===== src/hw/rtl/spa_pkg.sv =====
package spa_pkg;

  localparam int SLOTS = 64;
  localparam int IDX_W = (SLOTS > 1) ? $clog2(SLOTS) : 1;
  localparam int CNT_W = $clog2(SLOTS + 1);
  localparam int ACT_W = 9;

  // link: top bit set means no slot
  typedef logic [IDX_W:0] link_t;

  localparam link_t NONE_LINK = {1'b1, {IDX_W{1'b0}}};

  localparam logic [2:0] F_ALLOC   = 3'd0;
  localparam logic [2:0] F_RELEASE = 3'd1;
  localparam logic [2:0] F_ENSURE  = 3'd2;
  localparam logic [2:0] F_RESERVE = 3'd3;
  localparam logic [2:0] F_CLEAR   = 3'd4;

  localparam logic [8:0] NONE_S9 = 9'h1FF;

  function automatic logic [8:0] link_to_s9(input link_t l);
    logic [8:0] r;
    r = 9'(l[IDX_W-1:0]);
    if (l[IDX_W]) begin
      r = NONE_S9;
    end
    return r;
  endfunction

endpackage


===== src/hw/rtl/spa_ram.sv =====
module spa_ram #(
  parameter int W = 8,
  parameter int D = 64
) (
  input  logic                 clk,
  input  logic                 we,
  input  logic [$clog2(D)-1:0] waddr,
  input  logic [W-1:0]         wdata,
  input  logic [$clog2(D)-1:0] raddr,
  output logic [W-1:0]         rdata
);

  logic [W-1:0] mem [D];

  always_ff @(posedge clk) begin
    if (we) begin
      mem[waddr] <= wdata;
    end
    rdata <= mem[raddr];
  end

endmodule


===== src/hw/rtl/slot_pool_with_active_list.sv =====
// Flow: S_DECIDE, then S_READ for release and for allocate from the free list, then S_W1
// and S_W2 for the list update (S_W2 skipped when appending to an empty list), then S_OUT;
// reserve, clear, failures and ensure of an active slot go from S_DECIDE to S_OUT.
// One operation at a time; a new input is taken only after the result is registered in
// S_OUT, which waits while a stalled result is still held in the output register.
// Reset (rst) empties both lists and clears all active flags at once; link memories
// hold no reset and are only read at entries written since.
module slot_pool_with_active_list (
  input  logic       clk,
  input  logic       rst,
  input  logic       in_valid,
  output logic       in_stall,
  input  logic [2:0] func,
  input  logic [7:0] slot_index,
  input  logic [8:0] reserve_count,
  output logic       out_valid,
  input  logic       out_stall,
  output logic       status,
  output logic [8:0] result_slot,
  output logic [8:0] active_total,
  output logic [8:0] used_total,
  output logic [8:0] first_active,
  output logic [8:0] last_active
);

  localparam int IW = spa_pkg::IDX_W;
  localparam int CW = spa_pkg::CNT_W;
  localparam int AW = spa_pkg::ACT_W;

  typedef enum logic [5:0] {
    S_IDLE   = 6'b000001,
    S_DECIDE = 6'b000010,
    S_READ   = 6'b000100,
    S_W1     = 6'b001000,
    S_W2     = 6'b010000,
    S_OUT    = 6'b100000
  } state_t;

  state_t state;

  // latched operation
  logic [2:0]  func_q;
  logic [7:0]  sidx_q;
  logic [8:0]  scnt_q;

  // list state
  spa_pkg::link_t head, tail, free_top;
  logic [CW-1:0]  used;
  logic [AW-1:0]  active;
  logic [spa_pkg::SLOTS-1:0] flags;

  // working registers
  logic [IW-1:0]  idx;
  spa_pkg::link_t p_q, n_q, res_q;
  logic           st_q;

  // link memories
  logic           prev_we, next_we;
  logic [IW-1:0]  prev_wa, next_wa, next_ra;
  spa_pkg::link_t prev_wd, next_wd, prev_rd, next_rd;

  logic           is_rel;
  logic [8:0]     sidx_ext, ens_cnt;
  logic           sidx_ok;

  assign is_rel   = (func_q == spa_pkg::F_RELEASE);
  assign sidx_ext = {1'b0, sidx_q};
  assign sidx_ok  = (sidx_ext < 9'(spa_pkg::SLOTS));
  assign ens_cnt  = sidx_ext + 9'd1;
  assign in_stall = (state != S_IDLE);

  // allocate reads the free-list successor, release reads the slot's links
  assign next_ra = (func_q == spa_pkg::F_ALLOC) ? free_top[IW-1:0] : sidx_q[IW-1:0];

  spa_ram #(.W(IW + 1), .D(spa_pkg::SLOTS)) u_prev (
    .clk   (clk),
    .we    (prev_we),
    .waddr (prev_wa),
    .wdata (prev_wd),
    .raddr (sidx_q[IW-1:0]),
    .rdata (prev_rd)
  );

  spa_ram #(.W(IW + 1), .D(spa_pkg::SLOTS)) u_next (
    .clk   (clk),
    .we    (next_we),
    .waddr (next_wa),
    .wdata (next_wd),
    .raddr (next_ra),
    .rdata (next_rd)
  );

  // Write ports. Order of writes follows the list update order, so
  // corrupted lists (ensured slots still on the free list) behave identically.
  always_comb begin
    prev_we = 1'b0;
    prev_wa = idx;
    prev_wd = spa_pkg::NONE_LINK;
    next_we = 1'b0;
    next_wa = idx;
    next_wd = spa_pkg::NONE_LINK;
    case (state)
      S_W1: begin
        if (is_rel) begin
          next_we = !p_q[IW];
          next_wa = p_q[IW-1:0];
          next_wd = n_q;
          prev_we = !n_q[IW];
          prev_wa = n_q[IW-1:0];
          prev_wd = p_q;
        end else begin
          // append: new tail entry
          prev_we = 1'b1;
          prev_wd = tail;
          next_we = 1'b1;
        end
      end
      S_W2: begin
        if (is_rel) begin
          prev_we = 1'b1;
          next_we = 1'b1;
          next_wd = free_top;
        end else begin
          next_we = 1'b1;
          next_wa = tail[IW-1:0];
          next_wd = {1'b0, idx};
        end
      end
      default: begin
      end
    endcase
  end

  always_ff @(posedge clk) begin
    if (rst) begin
      state     <= S_IDLE;
      out_valid <= 1'b0;
      head      <= spa_pkg::NONE_LINK;
      tail      <= spa_pkg::NONE_LINK;
      free_top  <= spa_pkg::NONE_LINK;
      used      <= '0;
      active    <= '0;
      flags     <= '0;
    end else begin
      // result taken; S_OUT reloads the register itself
      if (out_valid && !out_stall && state != S_OUT) begin
        out_valid <= 1'b0;
      end
      case (state)
        S_IDLE: begin
          if (in_valid) begin
            func_q <= func;
            sidx_q <= slot_index;
            scnt_q <= reserve_count;
            state  <= S_DECIDE;
          end
        end
        S_DECIDE: begin
          case (func_q)
            spa_pkg::F_ALLOC: begin
              if (!free_top[IW]) begin
                idx   <= free_top[IW-1:0];
                res_q <= free_top;
                st_q  <= 1'b0;
                state <= S_READ;
              end else if (9'(used) < 9'(spa_pkg::SLOTS)) begin
                idx   <= used[IW-1:0];
                res_q <= {1'b0, used[IW-1:0]};
                used  <= used + CW'(1);
                st_q  <= 1'b0;
                state <= S_W1;
              end else begin
                res_q <= spa_pkg::NONE_LINK;
                st_q  <= 1'b1;
                state <= S_OUT;
              end
            end
            spa_pkg::F_RELEASE: begin
              idx   <= sidx_q[IW-1:0];
              res_q <= spa_pkg::NONE_LINK;
              if (sidx_ext >= 9'(used) || !sidx_ok || !flags[sidx_q[IW-1:0]]) begin
                st_q  <= 1'b1;
                state <= S_OUT;
              end else begin
                st_q  <= 1'b0;
                state <= S_READ;
              end
            end
            spa_pkg::F_ENSURE: begin
              idx   <= sidx_q[IW-1:0];
              res_q <= spa_pkg::NONE_LINK;
              if (!sidx_ok) begin
                st_q  <= 1'b1;
                state <= S_OUT;
              end else begin
                st_q <= 1'b0;
                if (ens_cnt > 9'(used)) begin
                  used <= ens_cnt[CW-1:0];
                end
                state <= flags[sidx_q[IW-1:0]] ? S_OUT : S_W1;
              end
            end
            spa_pkg::F_RESERVE: begin
              res_q <= spa_pkg::NONE_LINK;
              state <= S_OUT;
              if (scnt_q > 9'(spa_pkg::SLOTS)) begin
                st_q <= 1'b1;
              end else begin
                st_q <= 1'b0;
                if (scnt_q > 9'(used)) begin
                  used <= scnt_q[CW-1:0];
                end
              end
            end
            spa_pkg::F_CLEAR: begin
              res_q    <= spa_pkg::NONE_LINK;
              st_q     <= 1'b0;
              state    <= S_OUT;
              head     <= spa_pkg::NONE_LINK;
              tail     <= spa_pkg::NONE_LINK;
              free_top <= spa_pkg::NONE_LINK;
              used     <= '0;
              active   <= '0;
              flags    <= '0;
            end
            default: begin
              res_q <= spa_pkg::NONE_LINK;
              st_q  <= 1'b1;
              state <= S_OUT;
            end
          endcase
        end
        S_READ: begin
          if (is_rel) begin
            p_q <= prev_rd;
            n_q <= next_rd;
          end else begin
            free_top <= next_rd;
          end
          state <= S_W1;
        end
        S_W1: begin
          if (is_rel) begin
            if (p_q[IW]) begin
              head <= n_q;
            end
            if (n_q[IW]) begin
              tail <= p_q;
            end
            state <= S_W2;
          end else begin
            flags[idx] <= 1'b1;
            if (active != '1) begin
              active <= active + AW'(1);
            end
            if (tail[IW]) begin
              head  <= {1'b0, idx};
              tail  <= {1'b0, idx};
              state <= S_OUT;
            end else begin
              state <= S_W2;
            end
          end
        end
        S_W2: begin
          if (is_rel) begin
            flags[idx] <= 1'b0;
            free_top   <= {1'b0, idx};
            if (active != '0) begin
              active <= active - AW'(1);
            end
          end else begin
            tail <= {1'b0, idx};
          end
          state <= S_OUT;
        end
        S_OUT: begin
          // output register frees as soon as the previous result is taken
          if (!out_valid || !out_stall) begin
            out_valid    <= 1'b1;
            status       <= st_q;
            result_slot  <= spa_pkg::link_to_s9(res_q);
            active_total <= active;
            used_total   <= 9'(used);
            first_active <= spa_pkg::link_to_s9(head);
            last_active  <= spa_pkg::link_to_s9(tail);
            state        <= S_IDLE;
          end
        end
        default: begin
          state <= S_IDLE;
        end
      endcase
    end
  end

endmodule


===== config.mk =====
export PLATFORM = sky130hd
export DESIGN_NAME = slot_pool_with_active_list
export DESIGN_NICKNAME = d
export VERILOG_FILES = /design/src/hw/rtl/spa_pkg.sv /design/src/hw/rtl/spa_ram.sv /design/src/hw/rtl/slot_pool_with_active_list.sv
export SDC_FILE = /design/constraint.sdc
export NUM_CORES = 1
export LEC_CHECK = 0
export BUFFER_PORTS_ARGS = -buffer_cell sky130_fd_sc_hd__buf_2
export CAP_MARGIN = 20
export CORE_ASPECT_RATIO = 0.7
export CORE_MARGIN = 4
export CORE_UTILIZATION = 50
export DETAILED_ROUTE_END_ITERATION = 12
export GPL_TIMING_DRIVEN = 1
export MAX_ROUTING_LAYER = met4
export PLACE_DENSITY = 0.76
export SETUP_SLACK_MARGIN = 0.4
export SLEW_MARGIN = 20
export SYNTH_ARGS = -nofsm -noshare
export SYNTH_HDL_FRONTEND = slang
export SYNTH_SLANG_ARGS = --single-unit

===== constraint.sdc =====
create_clock -name clk -period 9.5 [get_ports clk]
set_clock_uncertainty 0.05 [all_clocks]
set_input_delay 1.9 -clock clk [delete_from_list [all_inputs] [get_ports clk]]
set_output_delay 1.9 -clock clk [all_outputs]
set_load 0.02 [all_outputs]

==> out/results.txt <==
In this run, synthesis produced a sequential element count of 1104. The H-tree was split into 3 levels. In this run the critical register-to-register path is launched from func_q[0]. The run gives 148 as the maximum number of pins on one net before global-route repair. The number of fill cells was 6844.

The number of antenna violations at the first check in global routing came out at 7. The most instantiated library cell after synthesis was edfxtp_1. The required time at the endpoint of the critical path is 9.75 ns.

Total count of hold-check failures in the final report: 0. Once the floorplan was initialized, standard cells occupied 50.63% of the core. The shortest period the worst path allows came out at 4.646 ns. Derived from the worst setup path, the maximum achievable clock frequency is 0.2152 GHz. After detailed routing, the number of remaining DRC violations is 0. The share of synthesized flip-flops with an asynchronous set or reset is 0%. In the final timing run, aggregate negative setup slack is 0 ns.

After layout, the design draws a total of 9674 µW. The kind of capture point of the worst setup path is a register. Measured on the finished design, the core utilization comes to 56.13%. In this run the worst path has a maximum fanout of 27.

The number of hold buffers added after CTS was 0. For this design the top-level I/O count stands at 72. The area growth from synthesis to layout is 10.87%. The run gives 96470 µm² as the die footprint.

The TritonCTS buffer count is 100, and the number of placement rows is 92. The overall global routing resource usage is 24.11%. IR analysis of the VDD net gives a maximum drop of 0.1451 mV. Setup repair after global routing left no endpoint under its margin.

The region available for standard cell placement spans 90360 µm². The analysis attributes to cell leakage a power of 0.01770 µW. The detailed-route wire length per cell is 25.43 µm, and the measured slew at the worst slew-check pin is 1.130 ns.

The netlist area before placement is 45750 µm², and the total wire length is 115300 µm. The number of different library cells used by synthesis comes to 86. Once detailed placement completed, the half-perimeter wirelength came to 72670 µm.

Measured along the y axis, the die boundary spans 261.1 µm. Overall overflow remaining after global route: 0. The buffer type at the clock tree root is clkbuf_16. For the clock net sink count, the log shows 1104. The run gives 26080 as the via count of the first global-routing pass. Data on the critical path arrives at its endpoint at 4.90 ns. For the instance count of the mapped netlist, the log shows 3188. Counting instances in the post-synthesis netlist gives the leading cell types as edfxtp_1 (982), nand2_1 (416), nor2_1 (231). The worst hold path passes through 0 cells. The number of max-cap violations came out at 0. Detailed routing inserted a total of 28400 vias.

The first global-routing pass estimated 170200 µm of wire. Once layout is complete, the cells apart from fillers number 4534. From left edge to right edge, the die measures 369.5 µm. Across all hold checks on the routed design, the worst slack comes to 0.3391 ns. Primary flip-flop cell chosen by synthesis mapping: edfxtp_1.

Setup slack on the worst reg-to-reg path comes out at 4.85 ns. The number of enable flip-flop cells after synthesis came out at 982. Of the cells placed in the final design, the portion with a size suffix greater than 1 is 14.46%.

Ranked by total cell area, the synthesized netlist is headed by edfxtp_1 (64%), dfxtp_1 (5.3%), mux4_2 (4.9%). Hold path startpoint: u_prev.rdata[3]. The placer's final routability congestion estimate is 0.9554, and the headroom to the max-slew limit is 24.31%.

The final layout contains 3276 nets. The instance count after placement with tap cells included is 4341. The startpoint kind of the worst setup timing path was a register.

After detailed routing, the number of vias per cell comes to 6.265. Setup violations remaining at the end of the flow were counted as 0. In this run the post-CTS setup repair buffer count came out at 0. Counting cells, the worst reg-to-reg path comes to 9.

The run finished with clean final reports. The longest clock path from root to sink contains 3 buffers. The startpoint-to-endpoint class of the critical path is register to register.

Clock latency on the worst-skew pair, taken at its later pin, is 0.68 ns. The biggest area contributor in the post-synthesis netlist is edfxtp_1. During placement, the flow inserted port buffers numbering 69.

The number of gates resized after CTS was 0. Once detail routing completed, the nets flagged for antenna violations numbered 0. The share of the cycle needed by the critical path after routing was 48.91%; the sequential share of the synthesized area was 69.80%. Clock-pin slew was measured on the worst setup and hold paths at 0.07 ns. The fraction of synthesized cell area taken by the top area cell type was 64.46%. The classification of the worst-slack hold path was register to register.

The terminating pin of the worst hold path is p_q[3]. End of the worst register-to-register path: u_next.mem[28][4]. For this design the ratio of total power to cell area is 190.7 nW/µm². For this run, the detailed router's first-pass iteration total came to 6.

Dividing the synthesized area by the synthesized cell count gives 14.35 µm². TritonCTS built the clock tree. For this run, the number of Yosys warnings is 0.

The max-slew violation count was 0. The count of routing violations after the opening detailed-route iteration is 4357.
## placed cells by master (no fill, tap or decap), types with 15 or more instances in the layout
cell type    n
nand4_1     37
clkbuf_1    25
nand3_1     74
mux2i_1    181
dfxtp_1    122
ha_1        30
o22ai_1     75
nor2_1     229
a22oi_1     19
nor3_1      15
o21ai_0    106
a31oi_1     19
or2_2       22
nand2b_1    19
buf_4       44
mux2_2      32
inv_1       15
o221ai_1    28
or3_1       36
nand2_1    414
nor2b_1     20
clkbuf_16  101
mux4_2      99
a211oi_1    21
nor4_1      17
a21oi_1    213
clkinv_2    20
buf_2       69
edfxtp_1   982
## metrics by stage
step           instance area [µm²]  setup slack [ns]
2_1_floorplan                45750             4.013
3_3_place_gp                 47300             5.084
3_5_place_dp                 47310             4.963
4_1_cts                      50670             4.932
5_1_grt                      50720             4.556
6_report                     50720             4.854
## area by class of cell
| class | count | area, µm² | area share [%] |
|---|---|---|---|
| repair buffers | 115 | 715.7 | 1.411 |
| flip-flops and latches | 1104 | 31930 | 62.95 |
| inverters | 18 | 67.56 | 0.1332 |
| well taps | 1222 | 1529 | 3.015 |
| diodes | 7 | 17.52 | 0.03454 |
| multi-input cells | 1882 | 13100 | 25.82 |
| clock buffers | 138 | 2786 | 5.494 |
| clock inverters | 48 | 578.1 | 1.140 |
## worst max-delay path by stage
| stage | cells after the start | start | end | slack, ns |
|---|---|---|---|---|
| floorplan | 2 | rst | active_total[0] | 4.01 |
| global placement | 10 | func_q[1] | u_next.rdata[3] | 5.08 |
| detailed placement | 9 | func_q[0] | u_next.mem[4][2] | 4.96 |
| CTS | 9 | func_q[0] | u_next.mem[28][5] | 4.93 |
| global route | 9 | func_q[0] | u_next.mem[4][0] | 4.56 |
| finish | 9 | func_q[0] | u_next.mem[28][4] | 4.85 |
## critical path, stage by stage, from the launching register on
cell and delay, ns:
edfxtp_1 0.85, nor3b_4 0.29, buf_4 0.33, nand3_1 0.54, nand2_1 0.41, nor2_1 0.08
or2_2 0.31, nor2_1 0.23, nand2_1 0.49, nor2_1 0.70
## logic make-up after synthesis
| family | Yosys count | share of synthesized area, % |
|---|---|---|
| other | 1 | 0.008197 |
| adder cells (fa/ha/maj) | 31 | 0.8643 |
| AND/OR/NAND/NOR | 953 | 9.597 |
| XOR/XNOR | 15 | 0.2872 |
| flip-flops | 1104 | 69.80 |
| AO/OA/AOI/OAI | 559 | 7.314 |
| buffers and inverters | 203 | 1.999 |
| multiplexers | 322 | 10.13 |
## flip-flops by register name, summed over array words and instances (netlist names), 3 cells and up
register and cells:
u_next.mem 448, u_prev.mem 448, flags 64, active 9, active_total 9, scnt_q 9
sidx_q 8, first_active 7, free_top 7, head 7, last_active 7, n_q 7
p_q 7, res_q 7, result_slot 7, tail 7, u_next.rdata 7, u_prev.rdata 7
used 7, used_total 7, idx 6, state 6, func_q 3
## report_power, final
group	total [µW]	internal, µW	switching (µW)	leakage, µW
Clock	4130	2360	1770	0.00164
Sequential	5240	5220	18.5	0.0110
Combinational	307	102	205	0.00505
Total	9670	7680	1990	0.0177
## per-layer routing
| metal | up-vias | track usage (%) | wire length, µm |
|---|---|---|---|
| li1 | 12300 | - | - |
| met1 | 14060 | 37.16 | 50150 |
| met2 | 1850 | 31.12 | 46430 |
| met3 | 189 | 7.659 | 16270 |
| met4 | 0 | 4.987 | 2462 |
| met5 | - | - | 0 |
Note: power is estimated with default switching activity, not from simulation.
